[src/design/ppb_pkg.sv]
// package for the percent pixel blend core: format codes, register indexes,
// channel layout functions and blend constants
// depends on nothing
package ppb_pkg;

    // pixel format codes
    localparam logic [1:0] FMT_565  = 2'd0;
    localparam logic [1:0] FMT_5551 = 2'd1;
    localparam logic [1:0] FMT_4444 = 2'd2;
    localparam logic [1:0] FMT_8888 = 2'd3;

    // configuration register indexes
    localparam logic [1:0] REG_PIXEL_FORMAT = 2'd0;
    localparam logic [1:0] REG_BLEND_RATE   = 2'd1;
    localparam logic [1:0] REG_INVERT_DEST  = 2'd2;

    localparam int NUM_CHAN   = 3;
    localparam int CHAN_W     = 8;
    localparam int RATE_W     = 7;
    localparam int SUM_W      = 15;
    localparam int PROD_W     = 28;
    localparam int PIXEL_W    = 32;
    localparam int RESULT_W   = 24;

    localparam logic [RATE_W-1:0] RATE_FULL  = 7'd100;
    localparam logic [SUM_W-1:0]  RATE_HALF  = 15'd50;

    // x / 100 == (x * 5243) >> 19 for every x below 25600
    localparam logic [12:0] RECIP_MUL   = 13'd5243;
    localparam int          RECIP_SHIFT = 19;

    typedef logic [CHAN_W-1:0] chan_t;
    typedef logic [SUM_W-1:0]  wsum_t;

    function automatic chan_t chan_mask(logic [1:0] fmt, logic [1:0] ch);
        chan_t m;
        m = 8'hff;
        unique case (fmt)
            FMT_565:  m = (ch == 2'd1) ? 8'h3f : 8'h1f;
            FMT_5551: m = 8'h1f;
            FMT_4444: m = 8'h0f;
            FMT_8888: m = 8'hff;
        endcase
        return m;
    endfunction

    function automatic logic [4:0] chan_shift(logic [1:0] fmt, logic [1:0] ch);
        logic [4:0] sh;
        sh = 5'd0;
        unique case (ch)
            2'd1:
            begin
                unique case (fmt)
                    FMT_565:  sh = 5'd5;
                    FMT_5551: sh = 5'd5;
                    FMT_4444: sh = 5'd4;
                    FMT_8888: sh = 5'd8;
                endcase
            end
            2'd2:
            begin
                unique case (fmt)
                    FMT_565:  sh = 5'd11;
                    FMT_5551: sh = 5'd10;
                    FMT_4444: sh = 5'd8;
                    FMT_8888: sh = 5'd16;
                endcase
            end
            default: sh = 5'd0;
        endcase
        return sh;
    endfunction

    function automatic chan_t chan_get(logic [PIXEL_W-1:0] px, logic [1:0] fmt,
                                       logic [1:0] ch);
        logic [PIXEL_W-1:0] shifted;
        shifted = px >> chan_shift(fmt, ch);
        return shifted[CHAN_W-1:0] & chan_mask(fmt, ch);
    endfunction

endpackage

[src/design/percent_pixel_blend_core.sv]
// percent pixel blend core: the done strobe follows the start transfer through
// the stage registers below; one pixel accepted every cycle, busy is never raised
// stages: input register, weighted sum register (two small multiplies per
// channel), result register (reciprocal multiply for the divide by 100)
// rst_n clears pipeline valids and sets format 565, rate 100, no invert
// the receiver cannot stall: each result shows for one cycle with done
// depends on ppb_pkg
module percent_pixel_blend_core
(
    input  logic        clk,
    input  logic        rst_n,
    // pixel command channel
    input  logic        start,
    output logic        busy,
    input  logic [31:0] source_color,
    input  logic [31:0] dest_pixel,
    // result channel
    output logic        done,
    output logic [23:0] blended_pixel,
    // configuration write channel
    input  logic        cfg_valid,
    output logic        cfg_ready,
    input  logic [1:0]  cfg_index,
    input  logic [6:0]  cfg_data
);

    // configuration registers; rate is saturated at write time and its
    // complement kept so the datapath needs no subtract
    logic [1:0]                     pixel_format_reg;
    logic [ppb_pkg::RATE_W-1:0]     rate_reg;
    logic [ppb_pkg::RATE_W-1:0]     rate_inv_reg;
    logic                           invert_dest_reg;
    logic [ppb_pkg::RATE_W-1:0]     rate_next;

    // stage 1: input register
    logic                           in_valid_reg;
    logic [ppb_pkg::PIXEL_W-1:0]    src_reg;
    logic [ppb_pkg::PIXEL_W-1:0]    dst_reg;

    // stage 2: weighted channel sums
    logic                           sum_valid_reg;
    ppb_pkg::wsum_t                 sum_reg  [ppb_pkg::NUM_CHAN];
    ppb_pkg::wsum_t                 sum_next [ppb_pkg::NUM_CHAN];

    // stage 3: result register
    logic                           done_reg;
    logic [ppb_pkg::RESULT_W-1:0]   result_reg;
    logic [ppb_pkg::RESULT_W-1:0]   result_next;

    // every cycle takes a pixel and a config write
    assign busy      = 1'b0;
    assign cfg_ready = 1'b1;

    assign rate_next = (cfg_data > ppb_pkg::RATE_FULL) ? ppb_pkg::RATE_FULL : cfg_data;

    // config transfer
    always_ff @(posedge clk or negedge rst_n)
    begin
        if (!rst_n)
        begin
            pixel_format_reg <= ppb_pkg::FMT_565;
            rate_reg         <= ppb_pkg::RATE_FULL;
            rate_inv_reg     <= '0;
            invert_dest_reg  <= 1'b0;
        end
        else if (cfg_valid && cfg_ready)
        begin
            unique case (cfg_index)
                ppb_pkg::REG_PIXEL_FORMAT: pixel_format_reg <= cfg_data[1:0];
                ppb_pkg::REG_BLEND_RATE:
                begin
                    rate_reg     <= rate_next;
                    rate_inv_reg <= ppb_pkg::RATE_FULL - rate_next;
                end
                ppb_pkg::REG_INVERT_DEST:  invert_dest_reg <= cfg_data[0];
                default: ;  // unmapped index is dropped
            endcase
        end
    end

    // valid pipeline
    always_ff @(posedge clk or negedge rst_n)
    begin
        if (!rst_n)
        begin
            in_valid_reg  <= 1'b0;
            sum_valid_reg <= 1'b0;
            done_reg      <= 1'b0;
        end
        else
        begin
            in_valid_reg  <= start && !busy;
            sum_valid_reg <= in_valid_reg;
            done_reg      <= sum_valid_reg;
        end
    end

    // unpack, optional destination invert, weighted sum with rounding bias
    always_comb
    begin
        ppb_pkg::chan_t s;
        ppb_pkg::chan_t d;
        ppb_pkg::wsum_t ps;
        ppb_pkg::wsum_t pd;
        for (int i = 0; i < ppb_pkg::NUM_CHAN; i++)
        begin
            s = ppb_pkg::chan_get(src_reg, pixel_format_reg, 2'(i));
            d = ppb_pkg::chan_get(invert_dest_reg ? ~dst_reg : dst_reg,
                                  pixel_format_reg, 2'(i));
            ps = ppb_pkg::SUM_W'(s) * ppb_pkg::SUM_W'(rate_reg);
            pd = ppb_pkg::SUM_W'(d) * ppb_pkg::SUM_W'(rate_inv_reg);
            sum_next[i] = ps + pd + ppb_pkg::RATE_HALF;
        end
    end

    // divide by 100 through the reciprocal, then repack
    always_comb
    begin
        logic [ppb_pkg::PROD_W-1:0]   prod;
        ppb_pkg::chan_t               q;
        result_next = '0;
        for (int i = 0; i < ppb_pkg::NUM_CHAN; i++)
        begin
            prod = ppb_pkg::PROD_W'(sum_reg[i]) * ppb_pkg::PROD_W'(ppb_pkg::RECIP_MUL);
            q    = prod[ppb_pkg::RECIP_SHIFT +: ppb_pkg::CHAN_W];
            result_next = result_next
                        | (ppb_pkg::RESULT_W'(q)
                           << ppb_pkg::chan_shift(pixel_format_reg, 2'(i)));
        end
    end

    // payload registers
    always_ff @(posedge clk)
    begin
        if (start && !busy)
        begin
            src_reg <= source_color;
            dst_reg <= dest_pixel;
        end
        if (in_valid_reg)
        begin
            for (int i = 0; i < ppb_pkg::NUM_CHAN; i++)
            begin
                sum_reg[i] <= sum_next[i];
            end
        end
        if (sum_valid_reg)
        begin
            result_reg <= result_next;
        end
    end

    assign done          = done_reg;
    assign blended_pixel = result_reg;

endmodule
[config.mk]
export PLATFORM = sky130hd
export DESIGN_NAME = percent_pixel_blend_core
export DESIGN_NICKNAME = d
export VERILOG_FILES = /design/src/design/ppb_pkg.sv /design/src/design/percent_pixel_blend_core.sv
export SDC_FILE = /design/constraint.sdc
export NUM_CORES = 2
export LEC_CHECK = 0
export BUFFER_PORTS_ARGS = -buffer_cell sky130_fd_sc_hd__buf_4
export CAP_MARGIN = 20
export CORE_MARGIN = 4
export CORE_UTILIZATION = 25
export DETAILED_ROUTE_END_ITERATION = 12
export HOLD_SLACK_MARGIN = 0.02
export PLACE_DENSITY_LB_ADDON = 0.25
export SETUP_SLACK_MARGIN = 0.4
export SLEW_MARGIN = 20
export SYNTH_ARGS = -nofsm -noshare
export SYNTH_HDL_FRONTEND = slang
export SYNTH_SLANG_ARGS = --single-unit
[constraint.sdc]
create_clock -name clk -period 10.5 [get_ports clk]
set_input_delay 0.525 -clock clk [delete_from_list [all_inputs] [get_ports clk]]
set_output_delay 0.525 -clock clk [all_outputs]
set_load 0.01 [all_outputs]
* Word level (Yosys, flattened, before mapping)
Memories as Yosys holds them, arrays and structs flattened. Cells that the tools add are included.
Storage, ports and cells: bits in writable memories 45, bits in registers 108, input bits 77, memories kept 1
Cells by class: add/subtract/negate cells 7, multipliers 9, reductions and logical operators 6, bitwise operators 9, mux-type cells 8, equality and inequality tests 5, shifts and indexed selects 6, $lt $le $gt $ge 1
Memory list:
- sum_reg | words 3, bits a word 15, read ports 3, clocked after Yosys merged registers in 0, write ports 3, line percent_pixel_blend_core.sv:42 | ppb_pkg::wsum_t sum_reg [ppb_pkg::NUM_CHAN];
Operators by type and width (count):
- $shr A32 B5 Y8 | 4
- $mul A8 B7 Y15 | 6
- $mul A15 B13 Y27 const B | 3
- $and A8 B8 Y8 | 6
- $shl A8 B5 Y24 | 2
- $add A15 B15 Y15 | 3
- $add A15 B6 Y15 const B | 3
- $mux W32 | 1
- $not A32 Y32 | 1
- $pmux W8 S4 | 1
- $or A24 B24 Y24 | 1
- $or A8 B24 Y24 | 1
- $pmux W8 S3 | 1
- $pmux W5 S4 | 1
- $pmux W5 S3 | 1
- $gt A7 B7 Y1 const B | 1
- $mux W7 | 1
- $sub A7 B7 Y7 const A | 1
- $eq A2 B2 Y1 const B | 3
- $reduce_and A2 Y1 | 3
- $eq A2 B1 Y1 const B | 2
- $logic_not A2 Y1 | 2
- $mux W1 | 2
- $reduce_or A2 Y1 | 1

* Depth between registers and ports, before layout
depth after elaboration 8, mapped depth 35, mapped depth without buffers 33

* Worst setup path before layout
No wires, ideal clock.
kind flip-flop to flip-flop, start register pixel_format_reg[1], end memory sum_reg[0][44] in the netlist's numbering (data pin), clock period less this slack 7.480 ns, arrival time 7.220 ns, slack 3.020 ns, cell stages (with the launch flop) 29, path through dfrtp_1 > inv_1 > ha_1 > buf_2 > nor2_1 > clkbuf_1 > a21oi_1 > mux4_2 > nor2_1 > nand2_1 > fa_1 > fa_1 > fa_1 > inv_1 > fa_1 > inv_1 > fa_1 > fa_1 > inv_1 > ha_1 > a21o_1 > a21oi_1 > o21ai_0 > a21oi_1 > nor2b_1 > o2111ai_1 > nand3_1 > o41a_1 > xnor2_1
RTL lines:
- from (decl) | line percent_pixel_blend_core.sv:29 | logic [1:0] pixel_format_reg;
- from (signal assigned) | line percent_pixel_blend_core.sv:61 | pixel_format_reg <= ppb_pkg::FMT_565;
- from (signal assigned) | line percent_pixel_blend_core.sv:69 | ppb_pkg::REG_PIXEL_FORMAT: pixel_format_reg <= cfg_data[1:0];
- to (decl) | line percent_pixel_blend_core.sv:42

==> metrics <==
global-route wire length before repair=129000 microns; Final #Nets=4137; clk_lat worst skew=500 ps; Synth Cell Area=30200 sq um; CTS tree=done; crit end category=flip-flop; Top FF cell, synth=edfxtp_1; crit-path max cell delay=900 ps; Rows=127; drc violations=0; Final Setup Violations=0; hpwl dp=67800 microns; setup_tns=0 ps; ANT nets after route=0; detailed-router iteration count before antenna repair=5; met1 Track Usage GR=19.3%; top-count cell post-synth=inv_1; total CTS buffers=17; hold path cells=1; RSZ-0062 raised after global routing=false; pin count of the biggest net entering global routing=73; Seq/Total Area, Yosys=14.8%; Synth Instances=3077; mean post-synth cell area=9.81 sq um; area growth from synthesis to final layout=10.3%; Synth Register Bits=152; gr usage total=13.4%; Avg WL per Cell=17.2 microns; library cells used by synthesis=83; max reg flops=45; die area=126000 sq um; vias per cell=4.35; Synth warnings=0; Slew @ Worst Pin=1120 ps; Worst EP arrival=9060 ps; Final GP Congestion=0.813; MaxCap Viol Count=0; Root Driver=clkbuf_16; Final Worst Setup Slack=1790 ps; share of the synthesized area in the top cell type=30.4%; I/O pin cnt=104; status=finished, final reports clean; global route hottest layer=met2; worst min-delay path category=in2reg; Core ar.=120000 sq um; Final Max Slew Viols=0; clk_skew=20.0 ps; initial core utilization=25.2%; H-tree levels=4; number of gates resized after cts=0; Fill cells=12.7k; Rel. slew slack=24.5%; IO buf count=101; Max Freq=115 MHz; clk sink count=152; WP data required=10840 ps; Crit Path Class=reg2reg; CP Launch Type=flip-flop; syn_nets=4091; final hold violation count=0; die height=356 microns; synth cell count leaders=751 x inv_1, 478 x ha_1, 459 x fa_1; dpl ws=1860 ps; initial antenna violation count=3; Sequential Area=4480 sq um; EDFF count, synth=133; DRT iter0 DRCs=1303; Multi-input gate area=22500 sq um; R2R depth=29; period utilisation layout=83.0%; min Tclk post-route=8710 ps; critical path peak fanout=22; via count=20.7k; fraction of registers with async set/reset=12.5%; met3 usage=2.37%; final hold slack=213 ps; die width=356 microns; layout cells sized above 1=6.98%; WL final=81600 microns; Worst path slowest cell=ha_1; vias in the first global route=21.7k; leading area contributor after synthesis=fa_1; met2 Resource Use GR=20.8%; CTS max path bufs=2; Worst-path clk slew=90 ps; top area cells in the synthesized netlist=fa_1 30%, ha_1 20%, edfxtp_1 13%; cell mode on critical path=fa_1; GRT overflow=0
[stage by stage]
step | util, % | std cells | cell area (sq um)
final | 27.8 | 4749 | 33300
after global routing | 27.8 | 4748 | 33300
after CTS | 27.7 | 4748 | 33300
after detailed placement | 27.2 | 4715 | 32700
after global placement | 27.2 | 4715 | 32700
after floorplan | - | 3077 | 30200
[metal layers]
| layer | share of wire (%) | wire length (microns) | vias to the layer above |
|---|---|---|---|
| li1 | - | - | 9825 |
| met1 | 49 | 39800 | 10300 |
| met2 | 44 | 36100 | 447 |
| met3 | 5.4 | 4370 | 53 |
| met4 | 1.6 | 1310 | 2 |
| met5 | 0.011 | 9 | - |
[layout by cell type (no fill, tap or decap), types with 3 or more instances in the layout]
| cell type | synthesis | layout |
|---|---|---|
| a41o_1 | 4 | 4 |
| a21boi_0 | 8 | 8 |
| buf_4 | 2 | 120 |
| fa_1 | 459 | 459 |
| and2_1 | 182 | 182 |
| xnor2_1 | 72 | 72 |
| mux2i_1 | 49 | 49 |
| nand2_1 | 230 | 230 |
| edfxtp_1 | 133 | 133 |
| inv_1 | 751 | 751 |
| o2111ai_1 | 4 | 4 |
| a211oi_1 | 17 | 17 |
| o211a_1 | 4 | 4 |
| clkbuf_16 | 0 | 17 |
| nand2b_1 | 7 | 7 |
| dfstp_2 | 3 | 3 |
| o41a_1 | 3 | 3 |
| and3_1 | 44 | 44 |
| nor3_1 | 26 | 26 |
| o22ai_1 | 3 | 3 |
| dfrtp_1 | 16 | 14 |
| inv_6 | 0 | 5 |
| a22o_1 | 3 | 3 |
| o21ai_0 | 88 | 87 |
| o211ai_1 | 13 | 13 |
| nor2b_1 | 17 | 17 |
| a31oi_1 | 10 | 10 |
| nand4_1 | 3 | 3 |
| o21ai_1 | 3 | 4 |
| nand3_1 | 28 | 28 |
| a21oi_1 | 75 | 75 |
| o21a_1 | 9 | 9 |
| mux4_2 | 25 | 25 |
| ha_1 | 478 | 475 |
| o31ai_1 | 3 | 3 |
| nand3b_1 | 4 | 4 |
| xor2_1 | 31 | 31 |
| a21o_1 | 12 | 12 |
| mux2_2 | 16 | 16 |
| nor2_1 | 95 | 94 |
[worst paths after layout]
path                                     start        endpoint  slack [ps]
hold / removal                source_color[23]     src_reg[23]         210
setup reg to reg           pixel_format_reg[1]  sum_reg[0][43]        1790
min in group asynchronous                rst_n     rate_reg[0]         530
hold reg to reg                    rate_reg[4]     rate_reg[4]         490
setup / recovery           pixel_format_reg[1]  sum_reg[0][43]        1790
max in group asynchronous                rst_n    in_valid_reg        9630
[repair_timing]
item                                   4_1_cts  5_1_grt
endpoints found under the hold margin       16        0
setup buffers                                0        0
hold buffers                                 1        0
[area by class of cell]
| type | count | area share (%) |
|---|---|---|
| Timing Repair Buffer | 121 | 2.74 |
| Clock buffer | 19 | 1.30 |
| Inverter | 753 | 8.49 |
| Tap cell | 1612 | 6.06 |
| Sequential cell | 152 | 13.4 |
| Multi-Input combinational cell | 2078 | 67.5 |
| Antenna cell | 1 | 0.00751 |
| Clock inverter | 13 | 0.477 |
[worst max-delay path, delay by kind of cell (launching register included)]
kind	cells	cell delay, ps
AO/OA/AOI/OAI	9	2210
AND/OR/NAND/NOR	6	1060
flip-flops	1	510
buffers and inverters	5	560
XOR/XNOR	1	170
adder cells (fa/ha/maj)	8	4060
[kinds of logic after synthesis]
logic type | Yosys count | synth area share [%]
flip-flops | 152 | 14.8
XOR/XNOR | 103 | 2.99
adder cells (fa/ha/maj) | 937 | 50.2
buffers and inverters | 847 | 10.8
other | 2 | 0.0249
multiplexers | 90 | 4.09
AND/OR/NAND/NOR | 656 | 10.9
AO/OA/AOI/OAI | 290 | 6.14
Power is left out: the tool's default activity adds up to more than one toggle a clock period on the data nets, which glitch-free logic cannot reach.
